**config.mk**
```make
export PLATFORM = sky130hd
export DESIGN_NAME = hdlc_rx_frame_qualifier
export DESIGN_NICKNAME = d
export VERILOG_FILES = /design/src/rtl/core/hrfq_pkg.sv /design/src/rtl/core/hrfq_front.sv /design/src/rtl/core/hrfq_queue.sv /design/src/rtl/core/hrfq_back.sv /design/src/rtl/core/hdlc_rx_frame_qualifier.sv
export SDC_FILE = /design/constraint.sdc
export NUM_CORES = 1
export LEC_CHECK = 0
export ABC_AREA = 1
export BUFFER_PORTS_ARGS = -buffer_cell sky130_fd_sc_hd__buf_2
export CORE_UTILIZATION = 48
export DETAILED_ROUTE_END_ITERATION = 8
export HOLD_SLACK_MARGIN = 0.1
export PLACE_DENSITY = 0.68
export SETUP_SLACK_MARGIN = 0.1
export SLEW_MARGIN = 15
export SYNTH_ARGS = -nofsm -noshare
export SYNTH_HDL_FRONTEND = slang
export SYNTH_HIERARCHICAL = 1
export SYNTH_SLANG_ARGS = --single-unit
```
**constraint.sdc**
```tcl
create_clock -name clk -period 10.3 [get_ports clk]
set_input_delay 1.545 -clock clk [delete_from_list [all_inputs] [get_ports clk]]
set_output_delay 1.545 -clock clk [all_outputs]
set_load 0.02 [all_outputs]
```
**src/rtl/core/hrfq_pkg.sv**
```systemverilog
`default_nettype none

package hrfq_pkg;

    // Buffer and counter geometry.
    localparam int BUF_DEPTH     = 4096;
    localparam int COUNTER_WIDTH = 16;

    // Fixed widths of the port fields.
    localparam int CFG_W     = 13;
    localparam int ADDR_W    = 12;
    localparam int TOTAL_W   = 16;
    localparam int STATE_W   = 3;

    // Byte count must hold the buffer depth itself.
    localparam int CNT_W = $clog2(BUF_DEPTH) + 1;
    // Width used for count and limit arithmetic.
    localparam int LIM_W = (CNT_W > CFG_W) ? CNT_W : CFG_W;

    // Frame rules.
    localparam logic [LIM_W-1:0] MIN_FRAME = LIM_W'(10);
    localparam logic [LIM_W-1:0] CRC_BYTES = LIM_W'(2);

    // Register reset value and the limit it gives.
    localparam logic [CFG_W-1:0] CFG_RESET = CFG_W'(4096);
    localparam logic [LIM_W-1:0] DEPTH_LIM = LIM_W'(BUF_DEPTH);
    localparam logic [LIM_W-1:0] LIM_RESET =
        (LIM_W'(CFG_RESET) < DEPTH_LIM) ? LIM_W'(CFG_RESET) : DEPTH_LIM;

    // Queue between the front and back parts.
    localparam int QUEUE_DEPTH = 2;
    localparam int QPTR_W      = (QUEUE_DEPTH > 1) ? $clog2(QUEUE_DEPTH) : 1;
    localparam int QCNT_W      = $clog2(QUEUE_DEPTH + 1);

    typedef enum logic [1:0] {
        OP_RECEIVE = 2'd0,
        OP_STATUS  = 2'd1,
        OP_TX_MODE = 2'd2,
        OP_RX_MODE = 2'd3
    } op_t;

    typedef enum logic [STATE_W-1:0] {
        RX_IDLE     = 3'd0,
        RX_ACTIVE   = 3'd1,
        RX_ERROR    = 3'd2,
        RX_ABORT    = 3'd3,
        RX_OVERSIZE = 3'd4
    } rx_state_t;

    typedef struct packed {
        logic [1:0] operation;
        logic       char_available;
        logic       overrun;
        logic [7:0] data_byte;
        logic       end_of_frame;
        logic       crc_bad;
        logic       abort_seen;
    } in_word_t;

    typedef struct packed {
        logic               store_valid;
        logic [ADDR_W-1:0]  store_address;
        logic [7:0]         store_byte;
        logic               frame_commit;
        logic [ADDR_W-1:0]  frame_length;
        logic               frame_drop;
        logic [TOTAL_W-1:0] crc_error_total;
        logic [TOTAL_W-1:0] overrun_total;
        logic [TOTAL_W-1:0] oversize_total;
        logic [TOTAL_W-1:0] abort_total;
        logic [TOTAL_W-1:0] end_total;
        logic [STATE_W-1:0] receive_state;
    } out_word_t;

    // Classified command handed from front to back.
    typedef struct packed {
        op_t        op;
        logic       has_char;
        logic       overrun;
        logic [7:0] data_byte;
        logic       eof;
        logic       crc_bad;
        logic       abort_req;
    } cmd_t;

endpackage

`default_nettype wire

```
**src/rtl/core/hrfq_front.sv**
```systemverilog
`default_nettype none

module hrfq_front (
    input  wire              in_valid,
    output logic             in_stall,
    input  hrfq_pkg::in_word_t in_word,
    output logic             push,
    output hrfq_pkg::cmd_t   cmd,
    input  wire              queue_full
);
    import hrfq_pkg::*;

    // Take a word whenever the queue has room.
    assign in_stall = queue_full;
    assign push     = in_valid && !queue_full;

    // Decode the operation and keep only the flags that matter for it.
    always_comb
    begin
        cmd.op        = op_t'(in_word.operation);
        cmd.data_byte = in_word.data_byte;
        cmd.has_char  = 1'b0;
        cmd.overrun   = 1'b0;
        cmd.eof       = 1'b0;
        cmd.crc_bad   = 1'b0;
        cmd.abort_req = 1'b0;
        unique case (cmd.op)
            OP_RECEIVE:
            begin
                cmd.has_char = in_word.char_available;
                cmd.overrun  = in_word.char_available && in_word.overrun;
                cmd.eof      = in_word.end_of_frame;
                cmd.crc_bad  = in_word.end_of_frame && in_word.crc_bad;
            end
            OP_STATUS:
            begin
                cmd.abort_req = in_word.abort_seen;
            end
            OP_TX_MODE, OP_RX_MODE:
            begin
                cmd.abort_req = 1'b0;
            end
            default:
            begin
                cmd.abort_req = 1'b0;
            end
        endcase
    end

endmodule

`default_nettype wire

```
**src/rtl/core/hrfq_queue.sv**
```systemverilog
`default_nettype none

module hrfq_queue (
    input  wire             clk,
    input  wire             rst_n,
    input  wire             push,
    input  hrfq_pkg::cmd_t  push_cmd,
    output logic            full,
    input  wire             pop,
    output logic            head_valid,
    output hrfq_pkg::cmd_t  head_cmd
);
    import hrfq_pkg::*;

    cmd_t              entry_reg [QUEUE_DEPTH];
    logic [QPTR_W-1:0] wr_ptr_reg, wr_ptr_next;
    logic [QPTR_W-1:0] rd_ptr_reg, rd_ptr_next;
    logic [QCNT_W-1:0] count_reg, count_next;

    function automatic logic [QPTR_W-1:0] ptr_inc(input logic [QPTR_W-1:0] p);
        logic [QPTR_W-1:0] r;
        if (p == QPTR_W'(QUEUE_DEPTH - 1))
            r = '0;
        else
            r = p + QPTR_W'(1);
        return r;
    endfunction

    assign full       = (count_reg == QCNT_W'(QUEUE_DEPTH));
    assign head_valid = (count_reg != '0);
    assign head_cmd   = entry_reg[rd_ptr_reg];

    // Pointer and occupancy update.
    always_comb
    begin
        wr_ptr_next = push ? ptr_inc(wr_ptr_reg) : wr_ptr_reg;
        rd_ptr_next = pop ? ptr_inc(rd_ptr_reg) : rd_ptr_reg;
        count_next  = count_reg;
        if (push && !pop)
            count_next = count_reg + QCNT_W'(1);
        else if (pop && !push)
            count_next = count_reg - QCNT_W'(1);
    end

    always_ff @(posedge clk or negedge rst_n)
    begin
        if (!rst_n)
        begin
            wr_ptr_reg <= '0;
            rd_ptr_reg <= '0;
            count_reg  <= '0;
        end
        else
        begin
            wr_ptr_reg <= wr_ptr_next;
            rd_ptr_reg <= rd_ptr_next;
            count_reg  <= count_next;
        end
    end

    // Entry storage needs no reset.
    always_ff @(posedge clk)
    begin
        if (push)
            entry_reg[wr_ptr_reg] <= push_cmd;
    end

endmodule

`default_nettype wire

```
**src/rtl/core/hrfq_back.sv**
```systemverilog
`default_nettype none

module hrfq_back (
    input  wire                           clk,
    input  wire                           rst_n,
    input  wire                           cfg_valid,
    input  wire [hrfq_pkg::CFG_W-1:0]     cfg_data,
    input  wire                           head_valid,
    input  hrfq_pkg::cmd_t                head_cmd,
    output logic                          pop,
    output logic                          out_valid,
    input  wire                           out_stall,
    output hrfq_pkg::out_word_t           out_word
);
    import hrfq_pkg::*;

    logic [LIM_W-1:0]         limit_reg;
    rx_state_t                rx_mode_reg, rx_mode_next;
    logic [CNT_W-1:0]         byte_count_reg, byte_count_next;
    logic [COUNTER_WIDTH-1:0] crc_cnt_reg, crc_cnt_next;
    logic [COUNTER_WIDTH-1:0] ovr_cnt_reg, ovr_cnt_next;
    logic [COUNTER_WIDTH-1:0] ovs_cnt_reg, ovs_cnt_next;
    logic [COUNTER_WIDTH-1:0] abt_cnt_reg, abt_cnt_next;
    logic [COUNTER_WIDTH-1:0] end_cnt_reg, end_cnt_next;
    logic                     out_valid_reg, out_valid_next;
    out_word_t                out_word_reg, out_word_next;

    logic [LIM_W-1:0] cnt;
    logic [LIM_W-1:0] cfg_ext;
    logic [LIM_W-1:0] flen;
    logic             st_valid;
    logic [LIM_W-1:0] st_addr;
    logic             commit;
    logic             drop;

    // Take the queue head when the output register is free or being emptied.
    assign pop       = head_valid && (!out_valid_reg || !out_stall);
    assign out_valid = out_valid_reg;
    assign out_word  = out_word_reg;
    assign cfg_ext   = LIM_W'(cfg_data);

    // Receive state machine and counters for one word.
    always_comb
    begin
        rx_mode_next = rx_mode_reg;
        cnt          = LIM_W'(byte_count_reg);
        crc_cnt_next = crc_cnt_reg;
        ovr_cnt_next = ovr_cnt_reg;
        ovs_cnt_next = ovs_cnt_reg;
        abt_cnt_next = abt_cnt_reg;
        end_cnt_next = end_cnt_reg;
        st_valid     = 1'b0;
        st_addr      = '0;
        commit       = 1'b0;
        flen         = '0;
        drop         = 1'b0;

        unique case (head_cmd.op)
            OP_RECEIVE:
            begin
                // A character either lands in the buffer or, when the receiver is not active, makes it active.
                if (head_cmd.has_char)
                begin
                    if (head_cmd.overrun)
                    begin
                        cnt          = '0;
                        rx_mode_next = RX_ERROR;
                        ovr_cnt_next = ovr_cnt_next + COUNTER_WIDTH'(1);
                    end
                    else if (cnt >= limit_reg)
                    begin
                        ovs_cnt_next = ovs_cnt_next + COUNTER_WIDTH'(1);
                        cnt          = '0;
                        rx_mode_next = RX_OVERSIZE;
                    end
                    if (rx_mode_next == RX_ACTIVE)
                    begin
                        st_valid = 1'b1;
                        st_addr  = cnt;
                        cnt      = cnt + LIM_W'(1);
                    end
                    else
                    begin
                        rx_mode_next = RX_ACTIVE;
                    end
                end
                // Closing flag: commit or drop a non-empty frame.
                if (head_cmd.eof)
                begin
                    end_cnt_next = end_cnt_next + COUNTER_WIDTH'(1);
                    if (cnt != '0)
                    begin
                        if (head_cmd.crc_bad || (rx_mode_next > RX_ACTIVE) ||
                            (cnt < MIN_FRAME))
                        begin
                            if (head_cmd.crc_bad)
                                crc_cnt_next = crc_cnt_next + COUNTER_WIDTH'(1);
                            if (rx_mode_next == RX_ERROR)
                                ovr_cnt_next = ovr_cnt_next + COUNTER_WIDTH'(1);
                            drop = 1'b1;
                        end
                        else
                        begin
                            commit = 1'b1;
                            flen   = cnt - CRC_BYTES;
                        end
                        cnt = '0;
                    end
                    rx_mode_next = RX_ACTIVE;
                end
            end
            OP_STATUS:
            begin
                if ((rx_mode_reg == RX_ACTIVE) && head_cmd.abort_req)
                begin
                    cnt          = '0;
                    abt_cnt_next = abt_cnt_reg + COUNTER_WIDTH'(1);
                end
            end
            OP_TX_MODE:
            begin
                rx_mode_next = RX_IDLE;
            end
            OP_RX_MODE:
            begin
                rx_mode_next = RX_ACTIVE;
            end
            default:
            begin
                rx_mode_next = rx_mode_reg;
            end
        endcase

        byte_count_next = CNT_W'(cnt);

        // Result word for this command.
        out_word_next.store_valid     = st_valid;
        out_word_next.store_address   = st_addr[ADDR_W-1:0];
        out_word_next.store_byte      = st_valid ? head_cmd.data_byte : 8'd0;
        out_word_next.frame_commit    = commit;
        out_word_next.frame_length    = flen[ADDR_W-1:0];
        out_word_next.frame_drop      = drop;
        out_word_next.crc_error_total = TOTAL_W'(crc_cnt_next);
        out_word_next.overrun_total   = TOTAL_W'(ovr_cnt_next);
        out_word_next.oversize_total  = TOTAL_W'(ovs_cnt_next);
        out_word_next.abort_total     = TOTAL_W'(abt_cnt_next);
        out_word_next.end_total       = TOTAL_W'(end_cnt_next);
        out_word_next.receive_state   = STATE_W'(rx_mode_next);

        out_valid_next = pop || (out_valid_reg && out_stall);
    end

    // Control state: receive state and counters update only when a word is taken, the limit on a register write.
    always_ff @(posedge clk or negedge rst_n)
    begin
        if (!rst_n)
        begin
            limit_reg      <= LIM_RESET;
            rx_mode_reg    <= RX_ACTIVE;
            byte_count_reg <= '0;
            crc_cnt_reg    <= '0;
            ovr_cnt_reg    <= '0;
            ovs_cnt_reg    <= '0;
            abt_cnt_reg    <= '0;
            end_cnt_reg    <= '0;
            out_valid_reg  <= 1'b0;
        end
        else
        begin
            out_valid_reg <= out_valid_next;
            if (cfg_valid)
                limit_reg <= (cfg_ext < DEPTH_LIM) ? cfg_ext : DEPTH_LIM;
            if (pop)
            begin
                rx_mode_reg    <= rx_mode_next;
                byte_count_reg <= byte_count_next;
                crc_cnt_reg    <= crc_cnt_next;
                ovr_cnt_reg    <= ovr_cnt_next;
                ovs_cnt_reg    <= ovs_cnt_next;
                abt_cnt_reg    <= abt_cnt_next;
                end_cnt_reg    <= end_cnt_next;
            end
        end
    end

    // Output payload register.
    always_ff @(posedge clk)
    begin
        if (pop)
            out_word_reg <= out_word_next;
    end

endmodule

`default_nettype wire

```
**src/rtl/core/hdlc_rx_frame_qualifier.sv**
```systemverilog
`default_nettype none

// HDLC receive frame qualifier. Each input word is one event from the serial
// controller (receive character, external status, or a mode switch) and yields
// exactly one output word: the buffer write for a good byte, the commit or
// drop decision at end of frame, the running error counters and the receive
// state after the event. The block accepts one word per clock cycle while the
// queue has room; a two-word command queue separates the input decode from the
// state update, so the output side can stall without holding off the input
// until the queue fills. An accepted word is written into the queue and then
// moved into the output register when that register is free or being emptied.
// The buffer size register may be written at any
// time the block is idle and takes effect on the next event.

module hdlc_rx_frame_qualifier (
    input  wire                        clk,
    input  wire                        rst_n,
    input  wire                        in_valid,
    output logic                       in_stall,
    input  hrfq_pkg::in_word_t         in_word,
    output logic                       out_valid,
    input  wire                        out_stall,
    output hrfq_pkg::out_word_t        out_word,
    input  wire                        cfg_valid,
    output logic                       cfg_ready,
    input  wire [hrfq_pkg::CFG_W-1:0]  cfg_data
);
    import hrfq_pkg::*;

    logic push;
    logic pop;
    logic queue_full;
    logic head_valid;
    cmd_t push_cmd;
    cmd_t head_cmd;

    // The register write is always taken.
    assign cfg_ready = 1'b1;

    hrfq_front u_front (
        .in_valid   (in_valid),
        .in_stall   (in_stall),
        .in_word    (in_word),
        .push       (push),
        .cmd        (push_cmd),
        .queue_full (queue_full)
    );

    hrfq_queue u_queue (
        .clk        (clk),
        .rst_n      (rst_n),
        .push       (push),
        .push_cmd   (push_cmd),
        .full       (queue_full),
        .pop        (pop),
        .head_valid (head_valid),
        .head_cmd   (head_cmd)
    );

    hrfq_back u_back (
        .clk        (clk),
        .rst_n      (rst_n),
        .cfg_valid  (cfg_valid && cfg_ready),
        .cfg_data   (cfg_data),
        .head_valid (head_valid),
        .head_cmd   (head_cmd),
        .pop        (pop),
        .out_valid  (out_valid),
        .out_stall  (out_stall),
        .out_word   (out_word)
    );

endmodule

`default_nettype wire

```
==> impl_metrics.json <==
{
  "grt_overflow_total": 0,
  "crit_path_end_kind": "flip-flop",
  "synthDominantCellAreaShare_pct": 32.10,
  "share_of_total_power_consumed_by_net_switching_pct": 40.12,
  "combinationalPowerShare_pct": 37.2,
  "ys_seq_elements": 262,
  "synth_edf_count": 148,
  "hold_path_startpoint": "u_back/limit_reg[12]$_DFFE_PN1P_",
  "final_cells": 2093,
  "grt_pass1_wl_mm": 51.43,
  "status": "finished clean",
  "cts_repair_resize_count": 0,
  "cts_htree_levels": 1,
  "cts.clk_slew.worst_paths_ns": 0.07,
  "drc": 0,
  "cp-start-kind": "flip-flop",
  "post_synth_inst_count": 1562,
  "io_pins": 154,
  "synth_top_area_cell": "edfxtp_1",
  "max_slew_margin_pct": 36.30,
  "cts_tree": "yes",
  "grt_setup_unrepaired": "no",
  "min_path_type": "reg -> reg",
  "final_hold_viol_count": 0,
  "route.vias.total": 10724,
  "hold-path-endpoint": "u_back/limit_reg[12]$_DFFE_PN1P_",
  "power_frac_clock_pct": 25.6,
  "netlist-cell-type-count": 51,
  "setup-tns-final_ns": 0,
  "crit_required_ns": 10.59,
  "worst_pin_slew_ns": 0.9540,
  "cts-root-buf": "clkbuf_16",
  "ctsHoldBuffers": 0,
  "insertion_delay_ns": 0.55,
  "antenna_found_initial": 0,
  "fp.dieW_um": 171.8,
  "synth.net_count": 1617,
  "dieHeight_um": 171.8,
  "max_cap_violation_count": 0,
  "syn_to_layout_area_delta_pct": 14.30,
  "yosys_warnings": 6,
  "powerDensity_mw_per_mm2": 272.5,
  "layout_worst_path_cycle_share_pct": 46.50,
  "total_switching_power_w": 0.001730,
  "hpwl_mm": 22.35,
  "leakage_power_of_the_design_nw": 7.161,
  "reg2reg_depth": 21,
  "leading_post_synthesis_cells_by_cell_area": "edfxtp_1 (32%), dfrtp_1 (20%), nand2_1 (12%)",
  "start_util_pct": 49.30,
  "drv_slew": 0,
  "ys_seq_area_share_pct": 52.72,
  "num_antenna_cells": 0,
  "synth.cells.most_frequent": "nand2_1 (433), inv_1 (198), edfxtp_1 (148)",
  "gp_routability_congestion": 0.9610,
  "power_report.internal_total_w": 0.002583,
  "critPathMaxFanout": 36,
  "dr.first_iter.drc_count": 948,
  "mappedNetlistArea_mm2": 0.01385,
  "timing.rr.start": "u_queue/rd_ptr_reg$_DFFE_PN0P_",
  "number_of_global_route_vias_before_repair": 10165,
  "core_region_area_mm2": 0.02809,
  "clock-skew-final_ns": 0.01863,
  "reg2reg_to": "u_back/out_word[71]$_DFFE_PP_",
  "die_area_mm2": 0.02953,
  "cts_setup_buffers": 0,
  "detailedRoute.firstPassIterationCount": 7,
  "buffer_ports.inserted": 152,
  "reg2reg_slack_ns": 5.51,
  "overall_power_consumption_w": 0.004313,
  "largest_register_ff_count": 118,
  "fin_crit_ns": 4.789,
  "max_freq_mhz": 208.8,
  "share_seq_of_total_power_pct": 37.2,
  "critical_path_class": "reg -> reg",
  "routed_wirelength_mm": 32.16,
  "ys_dominant_reg_cell": "edfxtp_1",
  "synthesized_area_divided_by_synthesized_cell_count_um2": 8.865,
  "place.detailed.instances": 2041,
  "min_delay_path_depth": 2,
  "drtAntennaViolNets": 0,
  "total_global_routing_track_utilization_pct": 22.15,
  "cts_sinks": 262,
  "grt_start_max_net_pins": 83,
  "clockBufferDepth": 3,
  "synth.most_common_cell": "nand2_1",
  "ir_drop_uv": 182.1,
  "vias_per_cell": 5.124,
  "cp_arrival_ns": 5.08,
  "cts_made_buffers": 28,
  "route.detailed.wl_per_inst_um": 15.36,
  "placement_rows": 61,
  "layout.nets": 1748,
  "post_route_cells_drive_above_1_share_pct": 17.08,
  "final-setup-viol-count": 0,
  "postSynth.asyncResetShare_pct": 43.51
}
## power groups by stage
stage	clock [W]	sequential, W	combinational (W)
finish	0.00110	0.00160	0.00161
global route	0.00117	0.00163	0.00177
CTS	0.00113	0.00161	0.00161
detailed placement	0	0.00162	0.00160
global placement	0	0.00162	0.00158
floorplan	0	0.00183	0.000955
## kinds of logic after synthesis
logic type,count (synthesis),share of synthesized area (%)
simple gates,756,24.33
buf+inv,263,8.033
flops,262,52.72
compound gates,164,6.443
xor+xnor,79,4.997
fa+ha+maj,22,1.988
mux,15,1.464
other cells,1,0.02708
## worst max path at each step
stage                                            end                           start
detailed placement     u_back/out_word[77]$_DFFE_PP_  u_queue/rd_ptr_reg$_DFFE_PN0P_
CTS                    u_back/out_word[71]$_DFFE_PP_  u_queue/rd_ptr_reg$_DFFE_PN0P_
finish                 u_back/out_word[71]$_DFFE_PP_  u_queue/rd_ptr_reg$_DFFE_PN0P_
floorplan           u_queue/count_reg[1]$_DFFE_PN0P_                       out_stall
global route           u_back/out_word[71]$_DFFE_PP_  u_queue/rd_ptr_reg$_DFFE_PN0P_
global placement       u_back/out_word[71]$_DFFE_PP_  u_queue/rd_ptr_reg$_DFFE_PN0P_
## metrics by stage
step	cell area (um^2)	hold slack (ns)	utilization (%)	setup WS (ns)
global route	15830	0.5001	56.35	5.141
CTS	15830	0.4851	56.35	5.544
floorplan	13850	0.4417	-	5.933
finish	15830	0.4788	56.35	5.511
detailed placement	14810	0.4753	52.73	5.580
global placement	14810	0.4572	52.73	5.691
## metal layers
layer	vias up	GRT usage [%]	wire (um)
li1	5307	-	-
met1	5062	30.41	14500
met2	309	36.31	15050
met3	46	3.751	1986
met4	0	5.771	618
met5	-	0	0
## critical path, cell delays in order, from the launching register on
cell	delay, ns
dfrtp_1	0.90
mux2_2	0.54
inv_1	0.18
nand3_4	0.13
nor2_1	0.16
ha_1	0.19
inv_1	0.06
nor2_1	0.10
nand4_1	0.15
nor2_2	0.23
nand3_1	0.13
nor2_1	0.14
nand2_1	0.06
nand2_1	0.05
nand3_1	0.08
nand2_1	0.15
nor2_4	0.07
nand2_4	0.34
nand2_4	0.12
nor2_4	0.39
nand3_1	0.17
and2_1	0.20
## area by class of cell
| type | instances | area, um^2 |
|---|---|---|
| flip-flops and latches | 262 | 7300 |
| well taps | 378 | 473.0 |
| inverters | 205 | 769.5 |
| repair buffers | 159 | 815.8 |
| multi-input cells | 1037 | 5451 |
| clock inverters | 20 | 281.5 |
| fillers | 2556 | 12260 |
| clock buffers | 32 | 737.0 |
## placed cells by master (no fill, tap or decap), types with 30 or more instances in the layout
cell	instances
nor3_1	30
xor2_1	69
dfrtp_1	112
nand3_1	83
buf_2	151
nand2_1	433
edfxtp_1	148
o21ai_1	39
inv_1	198
o21ai_0	92
nor2_1	115
No activity file was read; power rests on OpenSTA's default activity.
